--- config.mk ---
export PLATFORM = sky130hd
export DESIGN_NAME = deadline_priority_task_queue_flat
export DESIGN_NICKNAME = d
export VERILOG_FILES = /design/src/rtl/dptq_pkg.sv /design/src/rtl/dptq_req_if.sv /design/src/rtl/dptq_rsp_if.sv /design/src/rtl/dptq_cell.sv /design/src/rtl/dptq_chain.sv /design/src/rtl/deadline_priority_task_queue.sv /design/src/flat_wrapper.sv
export SDC_FILE = /design/constraint.sdc
export NUM_CORES = 2
export LEC_CHECK = 0
export BUFFER_PORTS_ARGS = -buffer_cell sky130_fd_sc_hd__buf_2
export CORE_MARGIN = 2
export CORE_UTILIZATION = 60
export CTS_BUF_LIST = sky130_fd_sc_hd__clkbuf_8
export CTS_CLUSTER_SIZE = 12
export DETAILED_ROUTE_END_ITERATION = 10
export PLACE_DENSITY = 0.77
export SLEW_MARGIN = 20
export SYNTH_ARGS = -nofsm -noshare
export SYNTH_HDL_FRONTEND = slang
export SYNTH_SLANG_ARGS = --single-unit
--- constraint.sdc ---
create_clock -name clock -period 9.8 [get_ports clock]
set_clock_uncertainty 0.2 [all_clocks]
set_input_delay 0.49 -clock clock [delete_from_list [all_inputs] [get_ports clock]]
set_output_delay 0.49 -clock clock [all_outputs]
set_load 0.05 [all_outputs]
--- src/rtl/dptq_pkg.sv ---
// ----------------------------------------------------------------------------
// dptq_pkg
// Shared types, widths and codes of the deadline priority task queue.
// ----------------------------------------------------------------------------
package dptq_pkg;

   localparam int QUEUE_DEPTH = 16;
   localparam int ID_BITS     = 16;
   localparam int COUNT_BITS  = $clog2(QUEUE_DEPTH + 1);

   localparam int OP_W     = 2;
   localparam int LEVEL_W  = 3;
   localparam int TIME_W   = 40;
   localparam int EXP_W    = 41;
   localparam int TMO_W    = 30;
   localparam int STATUS_W = 3;
   localparam int CSR_IDX_W = 3;
   localparam int NUM_LEVELS = 5;

   // Request operation codes; any code with the upper bit set drains.
   localparam logic [OP_W-1:0] OP_SCHEDULE = 2'd0;
   localparam logic [OP_W-1:0] OP_TAKE     = 2'd1;

   localparam logic [LEVEL_W-1:0] LEVEL_IDLE = 3'd4;

   // Result status codes
   localparam logic [STATUS_W-1:0] ST_ACCEPTED   = 3'd0;
   localparam logic [STATUS_W-1:0] ST_FULL       = 3'd1;
   localparam logic [STATUS_W-1:0] ST_DISPATCHED = 3'd2;
   localparam logic [STATUS_W-1:0] ST_DROPPED    = 3'd3;
   localparam logic [STATUS_W-1:0] ST_EMPTY      = 3'd4;
   localparam logic [STATUS_W-1:0] ST_SLICE_OVER = 3'd5;

   // Register indexes
   localparam logic [CSR_IDX_W-1:0] CSR_TMO_IMMEDIATE     = 3'd0;
   localparam logic [CSR_IDX_W-1:0] CSR_TMO_USER_BLOCKING = 3'd1;
   localparam logic [CSR_IDX_W-1:0] CSR_TMO_NORMAL        = 3'd2;
   localparam logic [CSR_IDX_W-1:0] CSR_TMO_LOW           = 3'd3;
   localparam logic [CSR_IDX_W-1:0] CSR_TMO_IDLE          = 3'd4;

   localparam logic [TMO_W-1:0] TMO_RESET_IMMEDIATE     = 30'd0;
   localparam logic [TMO_W-1:0] TMO_RESET_USER_BLOCKING = 30'd250;
   localparam logic [TMO_W-1:0] TMO_RESET_NORMAL        = 30'd5000;
   localparam logic [TMO_W-1:0] TMO_RESET_LOW           = 30'd10000;
   localparam logic [TMO_W-1:0] TMO_RESET_IDLE          = 30'd999999999;

   localparam logic [EXP_W-1:0] EXP_ALL_ONES = {EXP_W{1'b1}};

   typedef struct packed {
      logic [LEVEL_W-1:0] level;
      logic [EXP_W-1:0]   expiration;
      logic [ID_BITS-1:0] id;
   } entry_type;

   typedef struct packed {
      logic insert;
      logic pop;
   } cell_cmd_type;

   // Strict ordering: lower level first, then earlier expiration.
   function automatic logic key_better(entry_type a, entry_type b);
      logic res;
      if (a.level != b.level) begin
         res = (a.level < b.level);
      end else begin
         res = (a.expiration < b.expiration);
      end
      return res;
   endfunction

endpackage

--- src/rtl/dptq_req_if.sv ---
// ----------------------------------------------------------------------------
// dptq_req_if
// Request channel of the task queue: valid/ready handshake and payload.
// ----------------------------------------------------------------------------
interface dptq_req_if;
   logic                           valid;
   logic                           ready;
   logic [dptq_pkg::OP_W-1:0]      op;
   logic [dptq_pkg::LEVEL_W-1:0]   level;
   logic [dptq_pkg::TIME_W-1:0]    now;
   logic [dptq_pkg::TIME_W-1:0]    slice_end;

   modport source (output valid, op, level, now, slice_end, input ready);
   modport sink   (input valid, op, level, now, slice_end, output ready);
endinterface

--- src/rtl/dptq_rsp_if.sv ---
// ----------------------------------------------------------------------------
// dptq_rsp_if
// Result channel of the task queue: valid/ready handshake and payload.
// ----------------------------------------------------------------------------
interface dptq_rsp_if;
   logic                              valid;
   logic                              ready;
   logic [dptq_pkg::STATUS_W-1:0]     status;
   logic [dptq_pkg::ID_BITS-1:0]      task_id;
   logic [dptq_pkg::LEVEL_W-1:0]      task_level;
   logic [dptq_pkg::COUNT_BITS-1:0]   pending_count;
   logic [dptq_pkg::EXP_W-1:0]        next_deadline;
   logic                              yield_now;

   modport source (output valid, status, task_id, task_level, pending_count,
                   next_deadline, yield_now, input ready);
   modport sink   (input valid, status, task_id, task_level, pending_count,
                   next_deadline, yield_now, output ready);
endinterface

--- src/rtl/dptq_cell.sv ---
// ----------------------------------------------------------------------------
// dptq_cell
// One slot of the sorted chain: keep, take the new entry, or shift.
// ----------------------------------------------------------------------------
module dptq_cell (
   input  logic                   clock,
   input  dptq_pkg::cell_cmd_type cmd,
   input  logic                   occ,
   input  dptq_pkg::entry_type    new_entry,
   input  dptq_pkg::entry_type    prev_entry,
   input  logic                   prev_beat,
   input  dptq_pkg::entry_type    next_entry,
   output dptq_pkg::entry_type    entry,
   output logic                   beat
);
   import dptq_pkg::*;

   entry_type entry_ff;
   entry_type entry_in;

   // New entry goes ahead of this slot when the slot is free or worse.
   assign beat  = !occ || key_better(new_entry, entry_ff);
   assign entry = entry_ff;

   always_comb begin
      entry_in = entry_ff;
      priority if (cmd.insert && beat) begin
         entry_in = prev_beat ? prev_entry : new_entry;
      end else if (cmd.pop) begin
         entry_in = next_entry;
      end else begin
         entry_in = entry_ff;
      end
   end

   always_ff @(posedge clock) begin
      entry_ff <= entry_in;
   end

endmodule

--- src/rtl/dptq_chain.sv ---
// ----------------------------------------------------------------------------
// dptq_chain
// Row of sorted cells; the best entry always sits in cell zero.
// ----------------------------------------------------------------------------
module dptq_chain (
   input  logic                              clock,
   input  dptq_pkg::cell_cmd_type            cmd,
   input  dptq_pkg::entry_type               new_entry,
   input  logic [dptq_pkg::COUNT_BITS-1:0]   count,
   output dptq_pkg::entry_type               head,
   output dptq_pkg::entry_type               second,
   output logic                              new_beats_head
);
   import dptq_pkg::*;

   entry_type entry_w [QUEUE_DEPTH];
   logic      beat_w  [QUEUE_DEPTH];
   logic      occ_w   [QUEUE_DEPTH];

   genvar g;
   generate
      for (g = 0; g < QUEUE_DEPTH; g++) begin : g_cell
         entry_type prev_e;
         entry_type next_e;
         logic      prev_b;

         assign occ_w[g] = (count > COUNT_BITS'(g));

         if (g == 0) begin : g_first
            assign prev_e = entry_w[g];
            assign prev_b = 1'b0;
         end else begin : g_mid
            assign prev_e = entry_w[g-1];
            assign prev_b = beat_w[g-1];
         end

         if (g == QUEUE_DEPTH - 1) begin : g_last
            assign next_e = entry_w[g];
         end else begin : g_inner
            assign next_e = entry_w[g+1];
         end

         dptq_cell u_cell (
            .clock      (clock),
            .cmd        (cmd),
            .occ        (occ_w[g]),
            .new_entry  (new_entry),
            .prev_entry (prev_e),
            .prev_beat  (prev_b),
            .next_entry (next_e),
            .entry      (entry_w[g]),
            .beat       (beat_w[g])
         );
      end
   endgenerate

   assign head           = entry_w[0];
   assign second         = entry_w[1];
   assign new_beats_head = beat_w[0];

endmodule

--- src/rtl/deadline_priority_task_queue.sv ---
// ----------------------------------------------------------------------------
// deadline_priority_task_queue
// A request is captured on acceptance; execute then loads the output register and
// updates the sorted cell row. No new request is taken until execute is done.
// A result waiting on rsp stalls the execute cycle until the output register frees.
// Reset clears the entry count, the task id counter and loads default timeouts;
// queue slots are not cleared (only occupied slots are ever read).
// ----------------------------------------------------------------------------
module deadline_priority_task_queue (
   input  logic                                 clock,
   input  logic                                 reset,
   dptq_req_if.sink                             req_bus,
   dptq_rsp_if.source                           rsp_bus,
   input  logic                                 csr_we,
   input  logic [dptq_pkg::CSR_IDX_W-1:0]       csr_index,
   input  logic [dptq_pkg::TMO_W-1:0]           csr_wdata
);
   import dptq_pkg::*;

   // Sequencer: idle (ready for a request) or executing one request.
   localparam logic ST_IDLE = 1'b0;
   localparam logic ST_EXEC = 1'b1;

   logic state_ff, state_in;

   // Timeout registers, one per level
   logic [TMO_W-1:0] timeout_ff [NUM_LEVELS];

   // Captured request
   logic [OP_W-1:0]    op_ff;
   logic [LEVEL_W-1:0] lvl_ff;
   logic [TIME_W-1:0]  now_ff;
   logic [TIME_W-1:0]  slice_ff;
   logic [EXP_W-1:0]   exp_ff;

   // Queue bookkeeping
   logic [COUNT_BITS-1:0] count_ff, count_in;
   logic [ID_BITS-1:0]    id_ff, id_in;

   // Output register
   logic                  rsp_valid_ff;
   logic [STATUS_W-1:0]   rsp_status_ff, rsp_status_in;
   logic [ID_BITS-1:0]    rsp_id_ff, rsp_id_in;
   logic [LEVEL_W-1:0]    rsp_level_ff, rsp_level_in;
   logic [COUNT_BITS-1:0] rsp_count_ff;
   logic [EXP_W-1:0]      rsp_exp_ff, rsp_exp_in;
   logic                  rsp_yield_ff, rsp_yield_in;

   logic               req_fire;
   logic               exec_go;
   logic [LEVEL_W-1:0] lvl_clamped;
   logic [EXP_W-1:0]   exp_sum;

   cell_cmd_type cmd;
   entry_type    new_entry;
   entry_type    head;
   entry_type    second;
   logic         new_beats_head;
   logic         now_past_slice;
   logic         now_past_head;

   // ---------------------------------------------------------------------
   // Request capture: clamp the level and form the expiration time
   // ---------------------------------------------------------------------
   assign req_bus.ready = (state_ff == ST_IDLE);
   assign req_fire      = req_bus.valid && req_bus.ready;

   // Levels above idle are treated as idle.
   assign lvl_clamped = (req_bus.level > LEVEL_IDLE) ? LEVEL_IDLE : req_bus.level;
   assign exp_sum     = {1'b0, req_bus.now} + {{(EXP_W-TMO_W){1'b0}}, timeout_ff[lvl_clamped]};

   always_ff @(posedge clock) begin
      if (req_fire) begin
         op_ff    <= req_bus.op;
         lvl_ff   <= lvl_clamped;
         now_ff   <= req_bus.now;
         slice_ff <= req_bus.slice_end;
         exp_ff   <= exp_sum;
      end
   end

   // ---------------------------------------------------------------------
   // Configuration writes; indexes past the last level are ignored
   // ---------------------------------------------------------------------
   always_ff @(posedge clock) begin
      if (reset) begin
         timeout_ff[CSR_TMO_IMMEDIATE]     <= TMO_RESET_IMMEDIATE;
         timeout_ff[CSR_TMO_USER_BLOCKING] <= TMO_RESET_USER_BLOCKING;
         timeout_ff[CSR_TMO_NORMAL]        <= TMO_RESET_NORMAL;
         timeout_ff[CSR_TMO_LOW]           <= TMO_RESET_LOW;
         timeout_ff[CSR_TMO_IDLE]          <= TMO_RESET_IDLE;
      end else if (csr_we && (csr_index <= CSR_TMO_IDLE)) begin
         timeout_ff[csr_index] <= csr_wdata;
      end
   end

   // ---------------------------------------------------------------------
   // Execute: decide, command the cell row, and load the output register.
   // Only advance when the output register is free or being drained.
   // ---------------------------------------------------------------------
   assign exec_go = (state_ff == ST_EXEC) && (!rsp_valid_ff || rsp_bus.ready);

   assign new_entry.level      = lvl_ff;
   assign new_entry.expiration = exp_ff;
   assign new_entry.id         = id_ff;

   assign now_past_slice = (now_ff >= slice_ff);
   assign now_past_head  = ({1'b0, now_ff} > head.expiration);

   always_comb begin
      cmd           = '0;
      count_in      = count_ff;
      id_in         = id_ff;
      rsp_status_in = ST_EMPTY;
      rsp_id_in     = '0;
      rsp_level_in  = '0;
      rsp_exp_in    = (count_ff == '0) ? EXP_ALL_ONES : head.expiration;

      priority if (op_ff == OP_SCHEDULE) begin
         if (count_ff == COUNT_BITS'(QUEUE_DEPTH)) begin
            rsp_status_in = ST_FULL;
         end else begin
            cmd.insert    = exec_go;
            count_in      = count_ff + COUNT_BITS'(1);
            id_in         = id_ff + ID_BITS'(1);
            rsp_status_in = ST_ACCEPTED;
            rsp_id_in     = id_ff;
            rsp_level_in  = lvl_ff;
            // New head is the new entry when it sorts ahead of the old one.
            rsp_exp_in    = new_beats_head ? exp_ff : head.expiration;
         end
      end else if (count_ff == '0) begin
         rsp_status_in = ST_EMPTY;
      end else if ((op_ff == OP_TAKE) && now_past_slice) begin
         rsp_status_in = ST_SLICE_OVER;
      end else begin
         cmd.pop       = exec_go;
         count_in      = count_ff - COUNT_BITS'(1);
         rsp_id_in     = head.id;
         rsp_level_in  = head.level;
         rsp_status_in = ((op_ff == OP_TAKE) && now_past_head) ? ST_DROPPED : ST_DISPATCHED;
         rsp_exp_in    = (count_ff == COUNT_BITS'(1)) ? EXP_ALL_ONES : second.expiration;
      end

      rsp_yield_in = (count_in != '0) && ({1'b0, now_ff} >= rsp_exp_in);
   end

   dptq_chain u_chain (
      .clock          (clock),
      .cmd            (cmd),
      .new_entry      (new_entry),
      .count          (count_ff),
      .head           (head),
      .second         (second),
      .new_beats_head (new_beats_head)
   );

   // ---------------------------------------------------------------------
   // Sequencer and bookkeeping
   // ---------------------------------------------------------------------
   always_comb begin
      state_in = state_ff;
      unique case (state_ff)
         ST_IDLE: begin
            if (req_fire) begin
               state_in = ST_EXEC;
            end
         end
         ST_EXEC: begin
            if (exec_go) begin
               state_in = ST_IDLE;
            end
         end
         default: begin
            state_in = ST_IDLE;
         end
      endcase
   end

   always_ff @(posedge clock) begin
      if (reset) begin
         state_ff     <= ST_IDLE;
         count_ff     <= '0;
         id_ff        <= '0;
         rsp_valid_ff <= 1'b0;
      end else begin
         state_ff <= state_in;
         if (exec_go) begin
            count_ff     <= count_in;
            id_ff        <= id_in;
            rsp_valid_ff <= 1'b1;
         end else if (rsp_bus.ready) begin
            rsp_valid_ff <= 1'b0;
         end
      end
   end

   // Output payload; holds while the result waits
   always_ff @(posedge clock) begin
      if (exec_go) begin
         rsp_status_ff <= rsp_status_in;
         rsp_id_ff     <= rsp_id_in;
         rsp_level_ff  <= rsp_level_in;
         rsp_count_ff  <= count_in;
         rsp_exp_ff    <= rsp_exp_in;
         rsp_yield_ff  <= rsp_yield_in;
      end
   end

   assign rsp_bus.valid         = rsp_valid_ff;
   assign rsp_bus.status        = rsp_status_ff;
   assign rsp_bus.task_id       = rsp_id_ff;
   assign rsp_bus.task_level    = rsp_level_ff;
   assign rsp_bus.pending_count = rsp_count_ff;
   assign rsp_bus.next_deadline = rsp_exp_ff;
   assign rsp_bus.yield_now     = rsp_yield_ff;

endmodule

--- src/flat_wrapper.sv ---
// flat-port wrapper written by rule: the top's interface ports become plain ports
module deadline_priority_task_queue_flat import dptq_pkg::*;
  (clock, reset, csr_we, csr_index, csr_wdata, req_bus_valid, req_bus_op, req_bus_level, req_bus_now, req_bus_slice_end, req_bus_ready, rsp_bus_valid, rsp_bus_status, rsp_bus_task_id, rsp_bus_task_level, rsp_bus_pending_count, rsp_bus_next_deadline, rsp_bus_yield_now, rsp_bus_ready);
  dptq_req_if req_bus_i ();
  dptq_rsp_if rsp_bus_i ();
  input  logic clock;
  input  logic reset;
  input  logic csr_we;
  input  logic [dptq_pkg::CSR_IDX_W-1:0] csr_index;
  input  logic [dptq_pkg::TMO_W-1:0] csr_wdata;
  input wire logic [$bits(req_bus_i.valid)-1:0] req_bus_valid;
  input wire logic [$bits(req_bus_i.op)-1:0] req_bus_op;
  input wire logic [$bits(req_bus_i.level)-1:0] req_bus_level;
  input wire logic [$bits(req_bus_i.now)-1:0] req_bus_now;
  input wire logic [$bits(req_bus_i.slice_end)-1:0] req_bus_slice_end;
  output wire logic [$bits(req_bus_i.ready)-1:0] req_bus_ready;
  output wire logic [$bits(rsp_bus_i.valid)-1:0] rsp_bus_valid;
  output wire logic [$bits(rsp_bus_i.status)-1:0] rsp_bus_status;
  output wire logic [$bits(rsp_bus_i.task_id)-1:0] rsp_bus_task_id;
  output wire logic [$bits(rsp_bus_i.task_level)-1:0] rsp_bus_task_level;
  output wire logic [$bits(rsp_bus_i.pending_count)-1:0] rsp_bus_pending_count;
  output wire logic [$bits(rsp_bus_i.next_deadline)-1:0] rsp_bus_next_deadline;
  output wire logic [$bits(rsp_bus_i.yield_now)-1:0] rsp_bus_yield_now;
  input wire logic [$bits(rsp_bus_i.ready)-1:0] rsp_bus_ready;
  assign req_bus_i.valid = req_bus_valid;
  assign req_bus_i.op = req_bus_op;
  assign req_bus_i.level = req_bus_level;
  assign req_bus_i.now = req_bus_now;
  assign req_bus_i.slice_end = req_bus_slice_end;
  assign req_bus_ready = req_bus_i.ready;
  assign rsp_bus_valid = rsp_bus_i.valid;
  assign rsp_bus_status = rsp_bus_i.status;
  assign rsp_bus_task_id = rsp_bus_i.task_id;
  assign rsp_bus_task_level = rsp_bus_i.task_level;
  assign rsp_bus_pending_count = rsp_bus_i.pending_count;
  assign rsp_bus_next_deadline = rsp_bus_i.next_deadline;
  assign rsp_bus_yield_now = rsp_bus_i.yield_now;
  assign rsp_bus_i.ready = rsp_bus_ready;
  deadline_priority_task_queue u_core (.clock(clock), .reset(reset), .req_bus(req_bus_i), .rsp_bus(rsp_bus_i), .csr_we(csr_we), .csr_index(csr_index), .csr_wdata(csr_wdata));
endmodule
==> run_results.csv <==
group,metric,value,unit
route,drtIter0Drc,10350,
worst_setup_path,worst-r2r-setup-slack,2860,ps
worst_setup_path,path_class,"flop to flop",
synth,ys_seq_area_share,44.6,%
sta,max_freq,144,MHz
synth,yosys.area_share.adder,11.9,%
sta,fin_crit_sh,70.8,%
placed_design,pre_cts_slack,3060,ps
synth,synth_top_area_share,44.1,%
synth,ys.flop_type,"edfxtp_1",
route,ant_nets,0,
sta,setup_viol,0,
clock_tree,ctsRootBufferMaster,"clkbuf_8",
clock_tree,clk_pin_slew,60,ps
route,drc,0,
synth,netlist_instances,8540,
synth,yosys_warnings,0,
synth,synth-edff-count,1305,
route,drt-pass1-iter-count,8,
power_and_ir_drop,finalPower,16600,uW
synth,yosysMostFrequentCell,"edfxtp_1",
worst_setup_path,required,10370,ps
power_and_ir_drop,cellPowerDensity,170,mW/mm2
placed_design,dp.cells,10192,
synth,synth-compound-area-share,15.6,%
clock_tree,cts.sinks,1328,
route,routed-via-count,75084,
sta,setup_tns,0,ps
synth,synthSimpleGateAreaFrac,10.4,%
global_routing,grt_max_degree,122,
sta,drv_slew,0,
synth,synth_top_family_by_area,"compound AO/OA/AOI/OAI gates",
die,pin_count,194,
worst_setup_path,crit_path_end_kind,"flop",
worst_setup_path,arrival,7520,ps
route,wirelength,313,mm
synth,synth_top_cell_by_area,"edfxtp_1",
layout,final_cells,10776,
worst_setup_path,critPathLaunchType,"flop",
clock_tree,numCtsBuffers,226,
synth,synth_top_cells_by_area,"edfxtp_1 (44%), ha_1 (12%), mux2i_1 (6.3%), mux2_2 (3.9%), inv_1 (3.3%)",
power_and_ir_drop,p_leak,0.0392,uW
global_routing,grt_usage,40.3,%
synth,synthXorXnorAreaFrac,0.443,%
clock_tree,cts_repair_resize_count,0,
power_and_ir_drop,vdd_ir_drop_max,0.000170,V
die,dieArea,0.151,mm2
run,cap_violations,0,
clock_tree,clk_latency,1000,ps
global_routing,grt_overflow,0,
clock_tree,post_cts_buffers,0,
sta,min_period,6940,ps
die,die-height,389,um
synth,syn_area,0.0889,mm2
sta,tightestPinTransition,1270,ps
synth,async_reset_ff_share,0,%
synth,syn_nets,9508,
synth,synth_common_cells,"edfxtp_1 (1305), ha_1 (844), inv_1 (771), mux2i_1 (558), o21ai_0 (557)",
clock_tree,htreeDepth,4,
clock_tree,clockBufferDepth,3,
route,vias_per_cell,6.97,
layout,nets,9616,
global_routing,antenna_found_initial,15,
placed_design,gp_congestion,1.01,
global_routing,grt_pass1_vias,73626,
clock_tree,cts_tree,"built",
die,coreArea,0.147,mm2
sta,final.setup.worst_slack,2860,ps
die,die_w,389,um
layout,area_delta_synth_final,9.58,%
placed_design,place_hpwl,213,mm
route,wl_per_cell,29.1,um
synth,synth_mux_area_share,10.9,%
layout,drive_gt1_share,12.8,%
synth,synth.distinct_cells,84,
synth,synth_seq_cells,1328,
sta,grt_setup_unrepaired,"no",
run_status,outcome,"completed",
global_routing,grt_first_pass_wirelength,461,mm
worst_setup_path,crit_path_max_fanout,35,
placed_design,port_buffers,193,
sta,hold_viol,0,
sta,slew_headroom,15.0,%
synth,avgSynthCellArea,10.4,um2
die,initial_core_util,60.3,%
worst_hold_path,min_path_type,"input pin to flop",
die,num_rows,141,
-- critical path: stages, from the launching register on --
cell and delay, ps:
edfxtp_1 320, buf_4 440, ha_1 360, a211o_1 270
o211ai_1 100, a21oi_1 100, o31ai_1 720, a21oi_4 110
or2_2 530, o311ai_4 280, buf_4 300, buf_4 440
o221ai_1 180, ha_1 340, nand3_1 110, nor3_1 260
nand2_1 90, nor3_1 470, a21bo_2 290, o2111ai_1 160
a21oi_1 270, a311oi_1 320
-- worst paths after layout --
check / startpoint / endpoint / cells after the start
max: u_core.exp_ff[26]$_DFFE_PP_ / u_core.rsp_bus.yield_now$_DFFE_PP_ / 21
min: req_bus_now[9] / u_core.now_ff[9]$_DFFE_PP_ / 2
max reg2reg: u_core.exp_ff[26]$_DFFE_PP_ / u_core.rsp_bus.yield_now$_DFFE_PP_ / 21
min reg2reg: u_core.u_chain.g_cell[15].u_cell.entry[0]$_DFFE_PP_ / u_core.u_chain.g_cell[14].u_cell.entry[0]$_DFFE_PP_ / 2
-- metrics by stage --
stage                     util [%]  hold slack [ps]  instance area (um2)
after floorplan                  -              294                88900
after global placement        62.1              292                91600
after detailed placement      62.1              295                91600
after CTS                     66.0            0.188                97300
after global routing          66.0             44.5                97400
final                         66.0             74.3                97400
-- per-layer routing --
metal / part of all wire (%) / global-route usage (%) / routed length, um / up-vias
met4: 6.9 / 25.3 / 21500 / 9
li1: - / - / - / 32424
met5: 0.041 / 0 / 128 / -
met1: 37 / 51.2 / 115000 / 36168
met3: 12 / 10.3 / 38200 / 1110
met2: 44 / 61.8 / 138000 / 5373
-- final cells by class --
type | instances | area, um2
fillers | 11276 | 50100
multi-input cells | 5796 | 44400
flip-flops and latches | 1328 | 39600
repair buffers | 520 | 3840
clock buffers | 234 | 3220
inverters | 776 | 2920
well taps | 1930 | 2410
clock inverters | 187 | 928
diodes | 5 | 12.5
-- cells in the final DEF (no fill, tap or decap), types with 71 or more instances in the layout --
| master | instances |
|---|---|
| edfxtp_1 | 1305 |
| ha_1 | 844 |
| inv_1 | 841 |
| mux2i_1 | 558 |
| o21ai_0 | 547 |
| a21oi_1 | 511 |
| nand2_1 | 394 |
| nand3_1 | 322 |
| mux2_2 | 304 |
| nor2_1 | 294 |
| clkbuf_8 | 234 |
| a31oi_1 | 219 |
| o211ai_1 | 214 |
| buf_2 | 193 |
| nand4_1 | 182 |
| buf_4 | 168 |
| nor3_1 | 167 |
| dlygate4sd3_1 | 157 |
| a21o_1 | 135 |
| and2_1 | 121 |
| a22oi_1 | 90 |
| o221ai_1 | 84 |
| and3_1 | 77 |
| clkinv_1 | 71 |
-- what timing repair did --
| action | CTS | global route |
|---|---|---|
| endpoints found under the hold margin | 293 | 0 |
| endpoints found under the setup margin | 0 | 0 |
| hold buffers | 157 | 0 |
-- registers in the layout, indices dropped and copies added (netlist names), 2 cells and up --
name,count
u_core.rsp_bus.status,3
u_core.slice_ff,40
u_core.rsp_bus.task_level,3
u_core.rsp_bus.task_id,16
u_core.u_chain.g_cell.u_cell.entry,960
u_core.rsp_bus.next_deadline,41
u_core.op_ff,2
u_core.rsp_bus.pending_count,5
u_core.count_ff,5
u_core.id_ff,16
u_core.exp_ff,41
u_core.now_ff,40
u_core.lvl_ff,3
u_core.timeout_ff,150
-- power breakdown --
group | internal [uW] | switching (uW) | total, uW
logic | 1520 | 3120 | 4640
clock network | 2280 | 2520 | 4800
registers | 6840 | 284 | 7130
-- kinds of logic (layout without fill, tap and decap cells) --
kind of cell,after synthesis,in the layout
AOI/OAI and AO/OA,2177,2177
xor gates and xnor gates,45,45
adders and majority gates,845,845
buffers and inverters,1416,1717
DFF,1328,1328
muxes,896,896
other,0,5
and+or+nand+nor,1833,1833
(Power assumes the default switching activity.)
